==> src/sv/tptz_pkg.sv <==
// ----------------------------------------------------------------------------
// tptz_pkg: shared types and constants of the compensator
// Microcode word layout, the control program, register indexes and reset
// values of the configuration registers.
// ----------------------------------------------------------------------------
package tptz_pkg;

  localparam int DAC_BITS_DEFAULT = 8;

  localparam int ADC_W   = 12;
  localparam int REF_W   = 21;
  localparam int COEF_W  = 16;
  localparam int VOLT_W  = 32;
  localparam int CFG_W   = 21;
  localparam int INDEX_W = 3;
  localparam int STEP_W  = 4;

  localparam logic [INDEX_W-1:0] REG_REFERENCE = 3'd0;
  localparam logic [INDEX_W-1:0] REG_SENSE     = 3'd1;
  localparam logic [INDEX_W-1:0] REG_ZERO_NOW  = 3'd2;
  localparam logic [INDEX_W-1:0] REG_ZERO_ONE  = 3'd3;
  localparam logic [INDEX_W-1:0] REG_ZERO_TWO  = 3'd4;
  localparam logic [INDEX_W-1:0] REG_POLE_ONE  = 3'd5;
  localparam logic [INDEX_W-1:0] REG_POLE_TWO  = 3'd6;
  localparam logic [INDEX_W-1:0] REG_DAC_GAIN  = 3'd7;

  localparam logic [REF_W-1:0]  RESET_REFERENCE = 21'd163840;
  localparam logic [COEF_W-1:0] RESET_SENSE     = 16'd20468;
  localparam logic [COEF_W-1:0] RESET_ZERO_NOW  = 16'd2127;
  localparam logic [COEF_W-1:0] RESET_ZERO_ONE  = 16'd251;
  localparam logic [COEF_W-1:0] RESET_ZERO_TWO  = 16'hF8B1;
  localparam logic [COEF_W-1:0] RESET_POLE_ONE  = 16'd25231;
  localparam logic [COEF_W-1:0] RESET_POLE_TWO  = 16'd7209;
  localparam logic [COEF_W-1:0] RESET_DAC_GAIN  = 16'd5000;

  typedef enum logic [2:0] {
    A_SENSE, A_P1, A_P2, A_Z0, A_Z1, A_Z2, A_DAC
  } a_sel_t;

  typedef enum logic [2:0] {
    B_ADC, B_D1, B_D2, B_NT, B_MAG
  } b_sel_t;

  typedef enum logic [1:0] {
    ACC_HOLD, ACC_LOAD, ACC_ADD
  } acc_op_t;

  typedef enum logic [2:0] {
    WR_NONE, WR_ADC, WR_ERR, WR_NT, WR_CTL, WR_OUT
  } wr_t;

  typedef enum logic [1:0] {
    J_NEXT, J_HOLD_IN, J_LOOP_OUT
  } jmp_t;

  typedef struct packed {
    logic              mul_en;
    a_sel_t            a_sel;
    b_sel_t            b_sel;
    acc_op_t           acc;
    wr_t               wr;
    jmp_t              jmp;
    logic [STEP_W-1:0] target;
  } ucode_t;

  typedef struct packed {
    ucode_t uc;
    logic   go;
  } ctrl_t;

  typedef struct packed {
    logic in_fire;
    logic out_free;
  } stat_t;

  function automatic ucode_t make_uc(logic mul_en, a_sel_t a_sel, b_sel_t b_sel,
                                     acc_op_t acc, wr_t wr, jmp_t jmp);
    ucode_t w;
    w.mul_en = mul_en;
    w.a_sel  = a_sel;
    w.b_sel  = b_sel;
    w.acc    = acc;
    w.wr     = wr;
    w.jmp    = jmp;
    w.target = '0;
    return w;
  endfunction

  // The multiplier result is registered, so each product is consumed one
  // step after it is issued.
  function automatic ucode_t ucode_rom(logic [STEP_W-1:0] step);
    ucode_t w;
    case (step)
      4'd0:    w = make_uc(1'b0, A_SENSE, B_ADC, ACC_HOLD, WR_ADC,  J_HOLD_IN);
      4'd1:    w = make_uc(1'b1, A_SENSE, B_ADC, ACC_HOLD, WR_NONE, J_NEXT);
      4'd2:    w = make_uc(1'b1, A_P1,    B_D1,  ACC_HOLD, WR_ERR,  J_NEXT);
      4'd3:    w = make_uc(1'b1, A_P2,    B_D2,  ACC_LOAD, WR_NONE, J_NEXT);
      4'd4:    w = make_uc(1'b0, A_P2,    B_D2,  ACC_ADD,  WR_NONE, J_NEXT);
      4'd5:    w = make_uc(1'b0, A_Z0,    B_NT,  ACC_HOLD, WR_NT,   J_NEXT);
      4'd6:    w = make_uc(1'b1, A_Z0,    B_NT,  ACC_HOLD, WR_NONE, J_NEXT);
      4'd7:    w = make_uc(1'b1, A_Z1,    B_D1,  ACC_LOAD, WR_NONE, J_NEXT);
      4'd8:    w = make_uc(1'b1, A_Z2,    B_D2,  ACC_ADD,  WR_NONE, J_NEXT);
      4'd9:    w = make_uc(1'b0, A_Z2,    B_D2,  ACC_ADD,  WR_NONE, J_NEXT);
      4'd10:   w = make_uc(1'b0, A_DAC,   B_MAG, ACC_HOLD, WR_CTL,  J_NEXT);
      4'd11:   w = make_uc(1'b1, A_DAC,   B_MAG, ACC_HOLD, WR_NONE, J_NEXT);
      4'd12:   w = make_uc(1'b0, A_DAC,   B_MAG, ACC_HOLD, WR_OUT,  J_LOOP_OUT);
      default: w = make_uc(1'b0, A_SENSE, B_ADC, ACC_HOLD, WR_NONE, J_LOOP_OUT);
    endcase
    return w;
  endfunction

endpackage

==> src/sv/two_pole_two_zero_compensator.sv <==
// ----------------------------------------------------------------------------
// two_pole_two_zero_compensator: second-order voltage loop compensator
// Measures the output from a summed ADC word, forms the error against the
// reference, runs a direct form II two-pole two-zero filter and drives a
// saturated DAC code.
// ----------------------------------------------------------------------------
// Each input word is paced from acceptance to a result in the output
// register by the microcode program, which issues the seven products of
// one sample through a single shared 17 by 33 bit multiplier. The next
// word can be accepted in the cycle after the result is loaded into the
// output register, so a new word is taken only once the last result has
// reached that register. Configuration writes take effect at once and are
// meant to be made while no word is in flight.
module two_pole_two_zero_compensator #(
  parameter int DAC_BITS = tptz_pkg::DAC_BITS_DEFAULT
) (
  input  logic                               clk,
  input  logic                               rst,
  input  logic                               cfg_we,
  input  logic [tptz_pkg::INDEX_W-1:0]       cfg_addr,
  input  logic [tptz_pkg::CFG_W-1:0]         cfg_data,
  input  logic                               s_tvalid,
  output logic                               s_tready,
  // Fields from bit 0: adc_sum[11:0], ignored padding.
  input  logic [15:0]                        s_tdata,
  output logic                               m_tvalid,
  input  logic                               m_tready,
  // Fields from bit 0: dac_code, dac_clipped, error_volts, control_volts,
  // zero padding.
  output logic [((DAC_BITS+65+7)/8)*8-1:0]   m_tdata
);

  localparam int OUT_W  = ((DAC_BITS + 65 + 7) / 8) * 8;
  localparam int VOLT_W = tptz_pkg::VOLT_W;

  logic [tptz_pkg::REF_W-1:0]  reference_volts;
  logic [tptz_pkg::COEF_W-1:0] sense_gain;
  logic [tptz_pkg::COEF_W-1:0] zero_coef_now;
  logic [tptz_pkg::COEF_W-1:0] zero_coef_one;
  logic [tptz_pkg::COEF_W-1:0] zero_coef_two;
  logic [tptz_pkg::COEF_W-1:0] pole_coef_one;
  logic [tptz_pkg::COEF_W-1:0] pole_coef_two;
  logic [tptz_pkg::COEF_W-1:0] dac_gain;

  tptz_pkg::ctrl_t          ctrl;
  tptz_pkg::stat_t          stat;
  logic [DAC_BITS-1:0]      dp_code;
  logic                     dp_clipped;
  logic signed [VOLT_W-1:0] dp_error;
  logic signed [VOLT_W-1:0] dp_control;
  logic                     commit;

  logic                     out_valid;
  logic [DAC_BITS-1:0]      out_code;
  logic                     out_clipped;
  logic [VOLT_W-1:0]        out_error;
  logic [VOLT_W-1:0]        out_control;

  always_ff @(posedge clk) begin
    if (rst) begin
      reference_volts <= tptz_pkg::RESET_REFERENCE;
      sense_gain      <= tptz_pkg::RESET_SENSE;
      zero_coef_now   <= tptz_pkg::RESET_ZERO_NOW;
      zero_coef_one   <= tptz_pkg::RESET_ZERO_ONE;
      zero_coef_two   <= tptz_pkg::RESET_ZERO_TWO;
      pole_coef_one   <= tptz_pkg::RESET_POLE_ONE;
      pole_coef_two   <= tptz_pkg::RESET_POLE_TWO;
      dac_gain        <= tptz_pkg::RESET_DAC_GAIN;
    end else if (cfg_we) begin
      case (cfg_addr)
        tptz_pkg::REG_REFERENCE: reference_volts <= cfg_data;
        tptz_pkg::REG_SENSE:     sense_gain      <= cfg_data[15:0];
        tptz_pkg::REG_ZERO_NOW:  zero_coef_now   <= cfg_data[15:0];
        tptz_pkg::REG_ZERO_ONE:  zero_coef_one   <= cfg_data[15:0];
        tptz_pkg::REG_ZERO_TWO:  zero_coef_two   <= cfg_data[15:0];
        tptz_pkg::REG_POLE_ONE:  pole_coef_one   <= cfg_data[15:0];
        tptz_pkg::REG_POLE_TWO:  pole_coef_two   <= cfg_data[15:0];
        tptz_pkg::REG_DAC_GAIN:  dac_gain        <= cfg_data[15:0];
        default:                 ;
      endcase
    end
  end

  assign s_tready      = (ctrl.uc.jmp == tptz_pkg::J_HOLD_IN);
  assign stat.in_fire  = s_tvalid && s_tready;
  assign stat.out_free = !out_valid || m_tready;
  assign commit        = ctrl.go && (ctrl.uc.wr == tptz_pkg::WR_OUT);

  tptz_sequencer u_sequencer (
    .clk  (clk),
    .rst  (rst),
    .stat (stat),
    .ctrl (ctrl)
  );

  tptz_datapath #(
    .DAC_BITS (DAC_BITS)
  ) u_datapath (
    .clk             (clk),
    .rst             (rst),
    .ctrl            (ctrl),
    .adc_sum         (s_tdata[11:0]),
    .reference_volts (reference_volts),
    .sense_gain      (sense_gain),
    .zero_coef_now   (zero_coef_now),
    .zero_coef_one   (zero_coef_one),
    .zero_coef_two   (zero_coef_two),
    .pole_coef_one   (pole_coef_one),
    .pole_coef_two   (pole_coef_two),
    .dac_gain        (dac_gain),
    .dac_code        (dp_code),
    .dac_clipped     (dp_clipped),
    .error_volts     (dp_error),
    .control_volts   (dp_control)
  );

  always_ff @(posedge clk) begin
    if (rst) begin
      out_valid <= 1'b0;
    end else if (commit) begin
      out_valid <= 1'b1;
    end else if (m_tready) begin
      out_valid <= 1'b0;
    end
  end

  always_ff @(posedge clk) begin
    if (commit) begin
      out_code    <= dp_code;
      out_clipped <= dp_clipped;
      out_error   <= dp_error;
      out_control <= dp_control;
    end
  end

  assign m_tvalid = out_valid;
  assign m_tdata  = OUT_W'({out_control, out_error, out_clipped, out_code});

`ifndef NO_ASSERTIONS
  a_busy_after_accept: assert property (@(posedge clk) disable iff (rst)
    stat.in_fire |=> !s_tready)
    else $error("Input accepted while a word was still in flight.");

  a_commit_shows_result: assert property (@(posedge clk) disable iff (rst)
    commit |=> m_tvalid)
    else $error("Finished result did not reach the output register.");

  a_clip_full_scale: assert property (@(posedge clk) disable iff (rst)
    (m_tvalid && out_clipped) |-> (out_code == {DAC_BITS{1'b1}}))
    else $error("Clipped DAC code is not at full scale.");
`endif

endmodule

==> src/sv/tptz_sequencer.sv <==
// ----------------------------------------------------------------------------
// tptz_sequencer: step counter and control store
// Reads one control word per step and resolves the conditional jumps.
// ----------------------------------------------------------------------------
module tptz_sequencer (
  input  logic             clk,
  input  logic             rst,
  input  tptz_pkg::stat_t  stat,
  output tptz_pkg::ctrl_t  ctrl
);

  logic [tptz_pkg::STEP_W-1:0] step;
  logic [tptz_pkg::STEP_W-1:0] step_next;
  tptz_pkg::ucode_t            word;
  logic                        go;

  assign word = tptz_pkg::ucode_rom(step);

  always_comb begin
    case (word.jmp)
      tptz_pkg::J_HOLD_IN: begin
        go        = stat.in_fire;
        step_next = go ? step + 1'b1 : step;
      end
      tptz_pkg::J_LOOP_OUT: begin
        go        = stat.out_free;
        step_next = go ? word.target : step;
      end
      default: begin
        go        = 1'b1;
        step_next = step + 1'b1;
      end
    endcase
  end

  always_ff @(posedge clk) begin
    if (rst) begin
      step <= '0;
    end else begin
      step <= step_next;
    end
  end

  assign ctrl.uc = word;
  assign ctrl.go = go;

endmodule

==> src/sv/tptz_datapath.sv <==
// ----------------------------------------------------------------------------
// tptz_datapath: shared multiplier, accumulator and loop registers
// Executes the control words: at most one signed product per step,
// accumulation, saturation to 32 bits and the DAC scaling.
// ----------------------------------------------------------------------------
module tptz_datapath #(
  parameter int DAC_BITS = tptz_pkg::DAC_BITS_DEFAULT
) (
  input  logic                                clk,
  input  logic                                rst,
  input  tptz_pkg::ctrl_t                     ctrl,
  input  logic [tptz_pkg::ADC_W-1:0]          adc_sum,
  input  logic [tptz_pkg::REF_W-1:0]          reference_volts,
  input  logic [tptz_pkg::COEF_W-1:0]         sense_gain,
  input  logic [tptz_pkg::COEF_W-1:0]         zero_coef_now,
  input  logic [tptz_pkg::COEF_W-1:0]         zero_coef_one,
  input  logic [tptz_pkg::COEF_W-1:0]         zero_coef_two,
  input  logic [tptz_pkg::COEF_W-1:0]         pole_coef_one,
  input  logic [tptz_pkg::COEF_W-1:0]         pole_coef_two,
  input  logic [tptz_pkg::COEF_W-1:0]         dac_gain,
  output logic [DAC_BITS-1:0]                 dac_code,
  output logic                                dac_clipped,
  output logic signed [tptz_pkg::VOLT_W-1:0]  error_volts,
  output logic signed [tptz_pkg::VOLT_W-1:0]  control_volts
);

  localparam int A_W    = tptz_pkg::COEF_W + 1;
  localparam int B_W    = tptz_pkg::VOLT_W + 1;
  localparam int P_W    = A_W + B_W;
  localparam int ACC_W  = P_W + 2;
  localparam int RAW_W  = P_W - 24;
  localparam int VOLT_W = tptz_pkg::VOLT_W;

  function automatic logic [VOLT_W-1:0] sat32(logic [ACC_W-1:0] v);
    if ((&v[ACC_W-1:VOLT_W-1]) || !(|v[ACC_W-1:VOLT_W-1])) begin
      return v[VOLT_W-1:0];
    end
    return v[ACC_W-1] ? {1'b1, {(VOLT_W-1){1'b0}}} : {1'b0, {(VOLT_W-1){1'b1}}};
  endfunction

  logic [tptz_pkg::ADC_W-1:0] adc;
  logic signed [VOLT_W-1:0]   err;
  logic signed [VOLT_W-1:0]   nt;
  logic signed [VOLT_W-1:0]   ctl;
  logic signed [VOLT_W-1:0]   delay_one;
  logic signed [VOLT_W-1:0]   delay_two;
  logic signed [A_W-1:0]      mul_a;
  logic signed [B_W-1:0]      mul_b;
  logic signed [P_W-1:0]      prod;
  logic signed [ACC_W-1:0]    acc;
  logic signed [ACC_W-1:0]    prod_ext;
  logic signed [ACC_W-1:0]    acc_sh;
  logic signed [ACC_W-1:0]    nt_sum;
  logic [B_W-1:0]             mag;
  logic [RAW_W-1:0]           raw;
  logic [VOLT_W-1:0]          measured;

  assign mag = ctl[VOLT_W-1] ? (B_W'(0) - {ctl[VOLT_W-1], ctl}) : {1'b0, ctl};

  always_comb begin
    case (ctrl.uc.a_sel)
      tptz_pkg::A_SENSE: mul_a = $signed({1'b0, sense_gain});
      tptz_pkg::A_P1:    mul_a = $signed({pole_coef_one[15], pole_coef_one});
      tptz_pkg::A_P2:    mul_a = $signed({pole_coef_two[15], pole_coef_two});
      tptz_pkg::A_Z0:    mul_a = $signed({zero_coef_now[15], zero_coef_now});
      tptz_pkg::A_Z1:    mul_a = $signed({zero_coef_one[15], zero_coef_one});
      tptz_pkg::A_Z2:    mul_a = $signed({zero_coef_two[15], zero_coef_two});
      tptz_pkg::A_DAC:   mul_a = $signed({1'b0, dac_gain});
      default:           mul_a = '0;
    endcase
    case (ctrl.uc.b_sel)
      tptz_pkg::B_ADC: mul_b = $signed({{(B_W-tptz_pkg::ADC_W){1'b0}}, adc});
      tptz_pkg::B_D1:  mul_b = $signed({delay_one[VOLT_W-1], delay_one});
      tptz_pkg::B_D2:  mul_b = $signed({delay_two[VOLT_W-1], delay_two});
      tptz_pkg::B_NT:  mul_b = $signed({nt[VOLT_W-1], nt});
      tptz_pkg::B_MAG: mul_b = $signed(mag);
      default:         mul_b = '0;
    endcase
  end

  assign prod_ext = {{(ACC_W-P_W){prod[P_W-1]}}, prod};
  assign acc_sh   = acc >>> 15;
  assign nt_sum   = {{(ACC_W-VOLT_W){err[VOLT_W-1]}}, err} + acc_sh;
  assign measured = {{(VOLT_W-20){1'b0}}, prod[27:8]};

  always_ff @(posedge clk) begin
    if (ctrl.go && ctrl.uc.mul_en) begin
      prod <= P_W'(mul_a) * P_W'(mul_b);
    end
    if (ctrl.go) begin
      case (ctrl.uc.acc)
        tptz_pkg::ACC_LOAD: acc <= prod_ext;
        tptz_pkg::ACC_ADD:  acc <= acc + prod_ext;
        default:            acc <= acc;
      endcase
      case (ctrl.uc.wr)
        tptz_pkg::WR_ADC: adc <= adc_sum;
        tptz_pkg::WR_ERR: err <= $signed({{(VOLT_W-tptz_pkg::REF_W){1'b0}}, reference_volts}
                                         - measured);
        tptz_pkg::WR_NT:  nt  <= $signed(sat32(nt_sum));
        tptz_pkg::WR_CTL: ctl <= $signed(sat32(acc_sh));
        default:          ;
      endcase
    end
  end

  always_ff @(posedge clk) begin
    if (rst) begin
      delay_one <= '0;
      delay_two <= '0;
    end else if (ctrl.go && ctrl.uc.wr == tptz_pkg::WR_OUT) begin
      delay_two <= delay_one;
      delay_one <= nt;
    end
  end

  assign raw           = prod[P_W-1:24];
  assign dac_clipped   = |raw[RAW_W-1:DAC_BITS];
  assign dac_code      = dac_clipped ? {DAC_BITS{1'b1}} : raw[DAC_BITS-1:0];
  assign error_volts   = err;
  assign control_volts = ctl;

endmodule

==> config.mk <==
export PLATFORM = sky130hd
export DESIGN_NAME = two_pole_two_zero_compensator
export DESIGN_NICKNAME = d
export VERILOG_FILES = /design/src/sv/tptz_pkg.sv /design/src/sv/two_pole_two_zero_compensator.sv /design/src/sv/tptz_sequencer.sv /design/src/sv/tptz_datapath.sv
export SDC_FILE = /design/constraint.sdc
export NUM_CORES = 2
export LEC_CHECK = 0
export BUFFER_PORTS_ARGS = -buffer_cell sky130_fd_sc_hd__buf_2
export CAP_MARGIN = 25
export CORE_ASPECT_RATIO = 0.5
export CORE_UTILIZATION = 65
export CTS_CLUSTER_SIZE = 28
export DETAILED_ROUTE_END_ITERATION = 6
export PLACE_DENSITY_LB_ADDON = 0.08
export SKIP_CTS_REPAIR_TIMING = 1
export SLEW_MARGIN = 20
export SYNTH_ARGS = -nofsm -noshare
export SYNTH_HDL_FRONTEND = slang
export SYNTH_SLANG_ARGS = --single-unit
==> constraint.sdc <==
create_clock -name clk -period 11.4 [get_ports clk]
set_clock_uncertainty 0.1 [all_clocks]
set_input_delay 2.28 -clock clk [delete_from_list [all_inputs] [get_ports clk]]
set_output_delay 2.28 -clock clk [all_outputs]
set_load 0.01 [all_outputs]
== Word level (Yosys, flattened, before mapping) ==
Memory sizes are Yosys's and may differ from the RTL's. A register that Yosys moved wholly into a read port is not among the register bits.
Index checks and enable logic that the tools add are counted.
Operators by class
  $add $sub $neg: 5
  $mul: 1
  equal/unequal tests: 28
  multiplexer cells: 24
  reductions and logical operators: 33
Operators by type and width (number)
  $mux 32: 6
  $pmux 33 s5: 1
  $pmux 17 s7: 1
  $pmux 52 s2: 1
  $add 52x50->52: 1
  $mul 17x33->50: 1
  $add 22x37->38: 1
  $mux 33: 1
  $sub 1x32->33 const A: 1
  $eq 3x3->1 const B: 10
  $reduce_and 2->1: 14
  $eq 3x2->1 const B: 8
  $sub 21x20->22: 1
  $reduce_and 21->1: 1
  $reduce_or 21->1: 1
  $reduce_or 18->1: 1
  $mux 4: 4
  $eq 3x1->1 const B: 4
  $logic_not 3->1: 3
  $mux 1: 8
  $pmux 4 s2: 1
  $reduce_and 6->1: 1
  $reduce_or 6->1: 1
  $add 4x1->4 const B: 1
  8 further kinds: 18
Storage, ports and cells
  bits in registers: 465
  ROM bits: 224
  input bits: 45
  output and inout bits: 82
  word-level logic and storage cells: 114
  memories: 1
Memories
  (name not given): words 16, bits a word 14, rd ports 1, clocked after memory_dff 1, write ports 0, line tptz_pkg.sv:93  | case (step)

== Logic depth before layout (Yosys ltp) ==
  depth after elaboration: 8
  mapped depth: 34
  depth with buffers taken out: 33

== Cells and area by module ==
A second synthesis with hierarchy kept.
Unflattened totals
  cells, all modules: 4783
  area, all modules: 45457.3 µm²
Modules (own cells, without submodules)
  tptz_datapath: instances 1, cells an instance 4116, area an instance 37033.0 µm², seq. area each 7287.0 µm²
  two_pole_two_zero_compensator: instances 1, cells an instance 574, area an instance 7518.5 µm², seq. area each 4874.7 µm²
  tptz_sequencer: instances 1, cells an instance 93, area an instance 905.9 µm², seq. area each 360.3 µm²

== Least setup slack after synthesis ==
No wires, ideal clock.
  path type: register to register
  start: register u_datapath.ctl[7] (netlist: u_datapath.control_volts[7])
  end: register u_datapath.prod[42] (data pin)
  setup time: 0.260 ns
  arrival: 8.873 ns
  required time: 11.040 ns
  slack: 2.166 ns
  stages on the path, launching flop included: 33
  path buffers: 2
  clock period less this slack: 9.234 ns
  cells stage by stage: edfxtp_1 > nor4_2 > nand4_1 > or3_1 > or4_4 > or3_1 > buf_2 > o31ai_1 > xor2_1 > o22a_1 > buf_4 > nor2_1 > fa_1 > inv_1 > fa_1 > fa_1 > inv_1 > fa_1 > fa_1 > inv_1 > fa_1 > inv_1 > ha_1 > and3_1 > and2b_1 > nand4_1 > a2111oi_0 > o31ai_1 > a211oi_1 > a211oi_1 > or4b_2 > nor2b_1 > xnor2_1
Between the ends
  longest elaborated chain between the ends: 4
RTL lines
  start, declared: line tptz_datapath.sv:44  | logic signed [VOLT_W-1:0] ctl;
  start signal, assigned: line tptz_datapath.sv:101  | tptz_pkg::WR_CTL: ctl <= $signed(sat32(acc_sh));
  $sub 1x32->33: line tptz_datapath.sv:58  | assign mag = ctl[VOLT_W-1] ? (B_W'(0) - {ctl[VOLT_W-1], ctl}) : {1'b0, ctl};
  $mux 33 *: line tptz_datapath.sv:58
  $pmux 33 s5 *: line tptz_datapath.sv:71  | case (ctrl.uc.b_sel)
  $mul 17x33->50 *: line tptz_datapath.sv:88  | prod <= P_W'(mul_a) * P_W'(mul_b);
  end signal, assigned: line tptz_datapath.sv:88
  end, declared: line tptz_datapath.sv:49  | logic signed [P_W-1:0] prod;
Every way passes the cells marked *; elsewhere a longest branch is shown, timed or not.
A chain may end at the register's enable or synchronous reset.

== Final worst setup path ==
Ends and elaborated chain as after synthesis.

==> metrics.yaml <==
status:
  status: "complete, no violations"
clocking:
  htreeDepth: 2
  worstSkewPairLatency_ns: 0.63
  cts_buffers: 45
  cts-root-buf: "clkbuf_16"
  clk_path_buf_depth: 3
  numClockSinks: 479
  cts_tree: "built"
  cts.clk_slew.worst_paths_ns: 0.07
placement:
  portBuffers: 115
  dp_hpwl_mm: 104
  routabilityCongestion: 0.994
floorplan:
  start_util: 0.657
  die_h_um: 186
  dieArea_um2: 68800
  die_w_um: 370
  core_um2: 67000
  ios: 127
  rows: 67
sta:
  min_period_over_period: 0.969
  worstMarginPinSlew_ns: 1.17
  finalHoldViolCount: 0
  fmax_ghz: 0.0905
  whs_ns: 0.355
  setup_viol: 0
  rsz0062_at_grt: "no"
  drv_slew: 0
  period_needed_ns: 11.04
  fin_setup_tns_ns: 0
  max_slew_margin: 0.220
yosys:
  synthSimpleGateAreaFrac: 0.148
  synth_mux_area_frac: 0.0326
  synth_top_flop_cell: "edfxtp_1"
  yosys.area_share.xor_xnor: 0.0348
  yosysUniqueCellTypes: 82
  synth_edf_count: 263
  synth_cells: 4770
  async_flop_share: 0
  synth_seq_area_share: 0.278
  synthesis.area_um2: 44000
  ys_ff_latch: 479
  synth_compound_area_frac: 0.119
  synth_top_family_by_area: "adder cells"
  yosys_warnings: 0
  syn_avg_cell_area_um2: 9.22
  synth_fa_ha_area_frac: 0.312
worst_setup_path:
  cp-startpoint: "u_datapath.control_volts[7]"
  start_kind: "flop"
  crit_required_ns: 11.67
  r2r.worst_path.cells: 31
  rrSetupSlack_ns: 0.36
  critPathBufInv: 5
  crit_family: "simple AND/OR/NAND/NOR gates"
  cp.depth: 31
  crit_arrival_ns: 11.31
  slowest_stage: "or4b_2"
  cp-endpoint: "u_datapath.prod[42]"
  end_kind: "flop"
  r2r-start: "u_datapath.control_volts[7]"
  cpPeakStageDelay_ns: 0.75
  crit_path_max_fanout: 10
  crit_type: "reg2reg"
  r2r_end: "u_datapath.prod[42]"
  crit_top_cell: "fa_1"
routing:
  routed_wl_mm: 134
  wire_per_inst_um: 23.4
  drtPass1Iterations: 6
  drc: 0
  final_antenna_net_count: 0
  vias: 34960
  drt_iter0_markers: 3620
  avgViaCountPerCell: 6.13
min_path:
  min_delay_path_depth: 2
  hold_class: "reg2reg"
global_routing:
  grt_usage: 0.393
  grt_pass1_vias: 33625
  grt-ovfl-total: 0
  grt_max_degree: 132
  grt_pass1_wl_mm: 200
  antenna_found_initial: 7
run:
  cap_violations: 0
finish:
  drive_above_1_share: 0.0818
  areaGrowthSynthToFinish_pct: 6.70
  antenna_cells: 0
  finish.utilization: 0.701
  fin_nets: 5592
==> Yosys cell counts (all sizes together) (100+ instances only) <==
library cell	count	share of area
a21oi	337	0.038
o21ai	141	0.016
nor2	436	0.037
inv	619	0.053
nand2	769	0.066
fa	539	0.25
clkbuf	202	0.018
xnor2	100	0.020
edfxtp	263	0.18
ha	236	0.067
dfxtp	216	0.098
a21o	100	0.017
==> sequential cells by signal (all words and copies together), names as in the netlist <==
name                      cells
u_datapath.delay_two         32
zero_coef_one                16
out_error                    22
u_datapath.nt                32
zero_coef_now                16
pole_coef_two                16
u_datapath.delay_one         32
m_tvalid                      1
u_sequencer.step              4
u_datapath.control_volts     32
reference_volts              21
out_code                      8
pole_coef_one                16
dac_gain                     16
u_datapath.prod              50
sense_gain                   16
u_datapath.adc               12
out_clipped                   1
u_sequencer.word             14
zero_coef_two                16
u_datapath.acc               52
out_control                  32
u_datapath.error_volts       22
==> metrics by stage <==
stage	worst slack, ns	instances	cell area, um^2
global placement	0.805	5618	45400
floorplan	2.17	4776	44000
detailed placement	0.671	5619	45500
finish	0.356	5704	47000
global route	0.0750	5704	47000
CTS	0.614	5701	46900
==> placed cells by master (no fill, tap or decap), types with 22 or more instances in the layout <==
| cell type | n |
|---|---|
| fa_1 | 539 |
| edfxtp_1 | 263 |
| nand3b_1 | 57 |
| o22a_1 | 27 |
| o22ai_1 | 33 |
| inv_1 | 618 |
| nand2_1 | 768 |
| mux2i_1 | 35 |
| xor2_1 | 75 |
| clkbuf_16 | 45 |
| nor3_1 | 29 |
| nand4_1 | 22 |
| xnor2_1 | 100 |
| mux2_2 | 66 |
| nor2_1 | 434 |
| dfxtp_1 | 211 |
| buf_4 | 77 |
| buf_2 | 114 |
| a21oi_1 | 336 |
| nand2b_1 | 38 |
| nand3_1 | 36 |
| ha_1 | 235 |
| o21ai_0 | 139 |
| nor2b_1 | 39 |
| a22oi_1 | 30 |
| a21o_1 | 100 |
==> worst register-to-register path, delay by kind of cell, from the launching register on <==
family	cells	cell delay [ns]
AND/OR/NAND/NOR	11	3.69
adder cells (fa/ha/maj)	7	3.44
AO/OA/AOI/OAI	6	2.32
flip-flops	1	0.46
buffers and inverters	5	0.42
XOR/XNOR	2	0.34
==> layer usage <==
metal	GRT usage	part of all wire	vias to the layer above	wire, um
met4	0.0977	0.023	4	3050
met1	0.550	0.41	17388	54800
li1	-	-	15596	-
met5	0	0.00021	-	28
met2	0.578	0.43	1756	57200
met3	0.144	0.14	216	18500
==> layout make-up <==
| class | count | area [um^2] |
|---|---|---|
| Multi-Input combinational cell | 3431 | 28600 |
| Fill cell | 5242 | 20000 |
| Sequential cell | 479 | 12200 |
| Inverter | 621 | 2330 |
| Clock buffer | 62 | 1260 |
| Timing Repair Buffer | 194 | 1210 |
| Tap cell | 897 | 1120 |
| Clock inverter | 20 | 170 |
==> cell families after synthesis <==
logic type,Yosys count
AOI/OAI and AO/OA,842
DFF,479
and+or+nand+nor,1512
xor gates and xnor gates,175
buffers and inverters,866
other,1
muxes,120
adders and majority gates,775
==> how the worst min path moves through the flow <==
stage / startpoint / endpoint / slack (ns)
CTS: sense_gain[12] / sense_gain[12] / 0.36
global route: pole_coef_two[15] / pole_coef_two[15] / 0.37
global placement: pole_coef_one[4] / pole_coef_one[4] / 0.34
floorplan: dac_gain[15] / dac_gain[15] / 0.33
detailed placement: u_datapath.delay_two[11] / u_datapath.delay_two[11] / 0.35
finish: pole_coef_two[15] / pole_coef_two[15] / 0.36
Power is not shown: default switching activity piles up to over one toggle a cycle in this logic, so the estimate is an artifact.
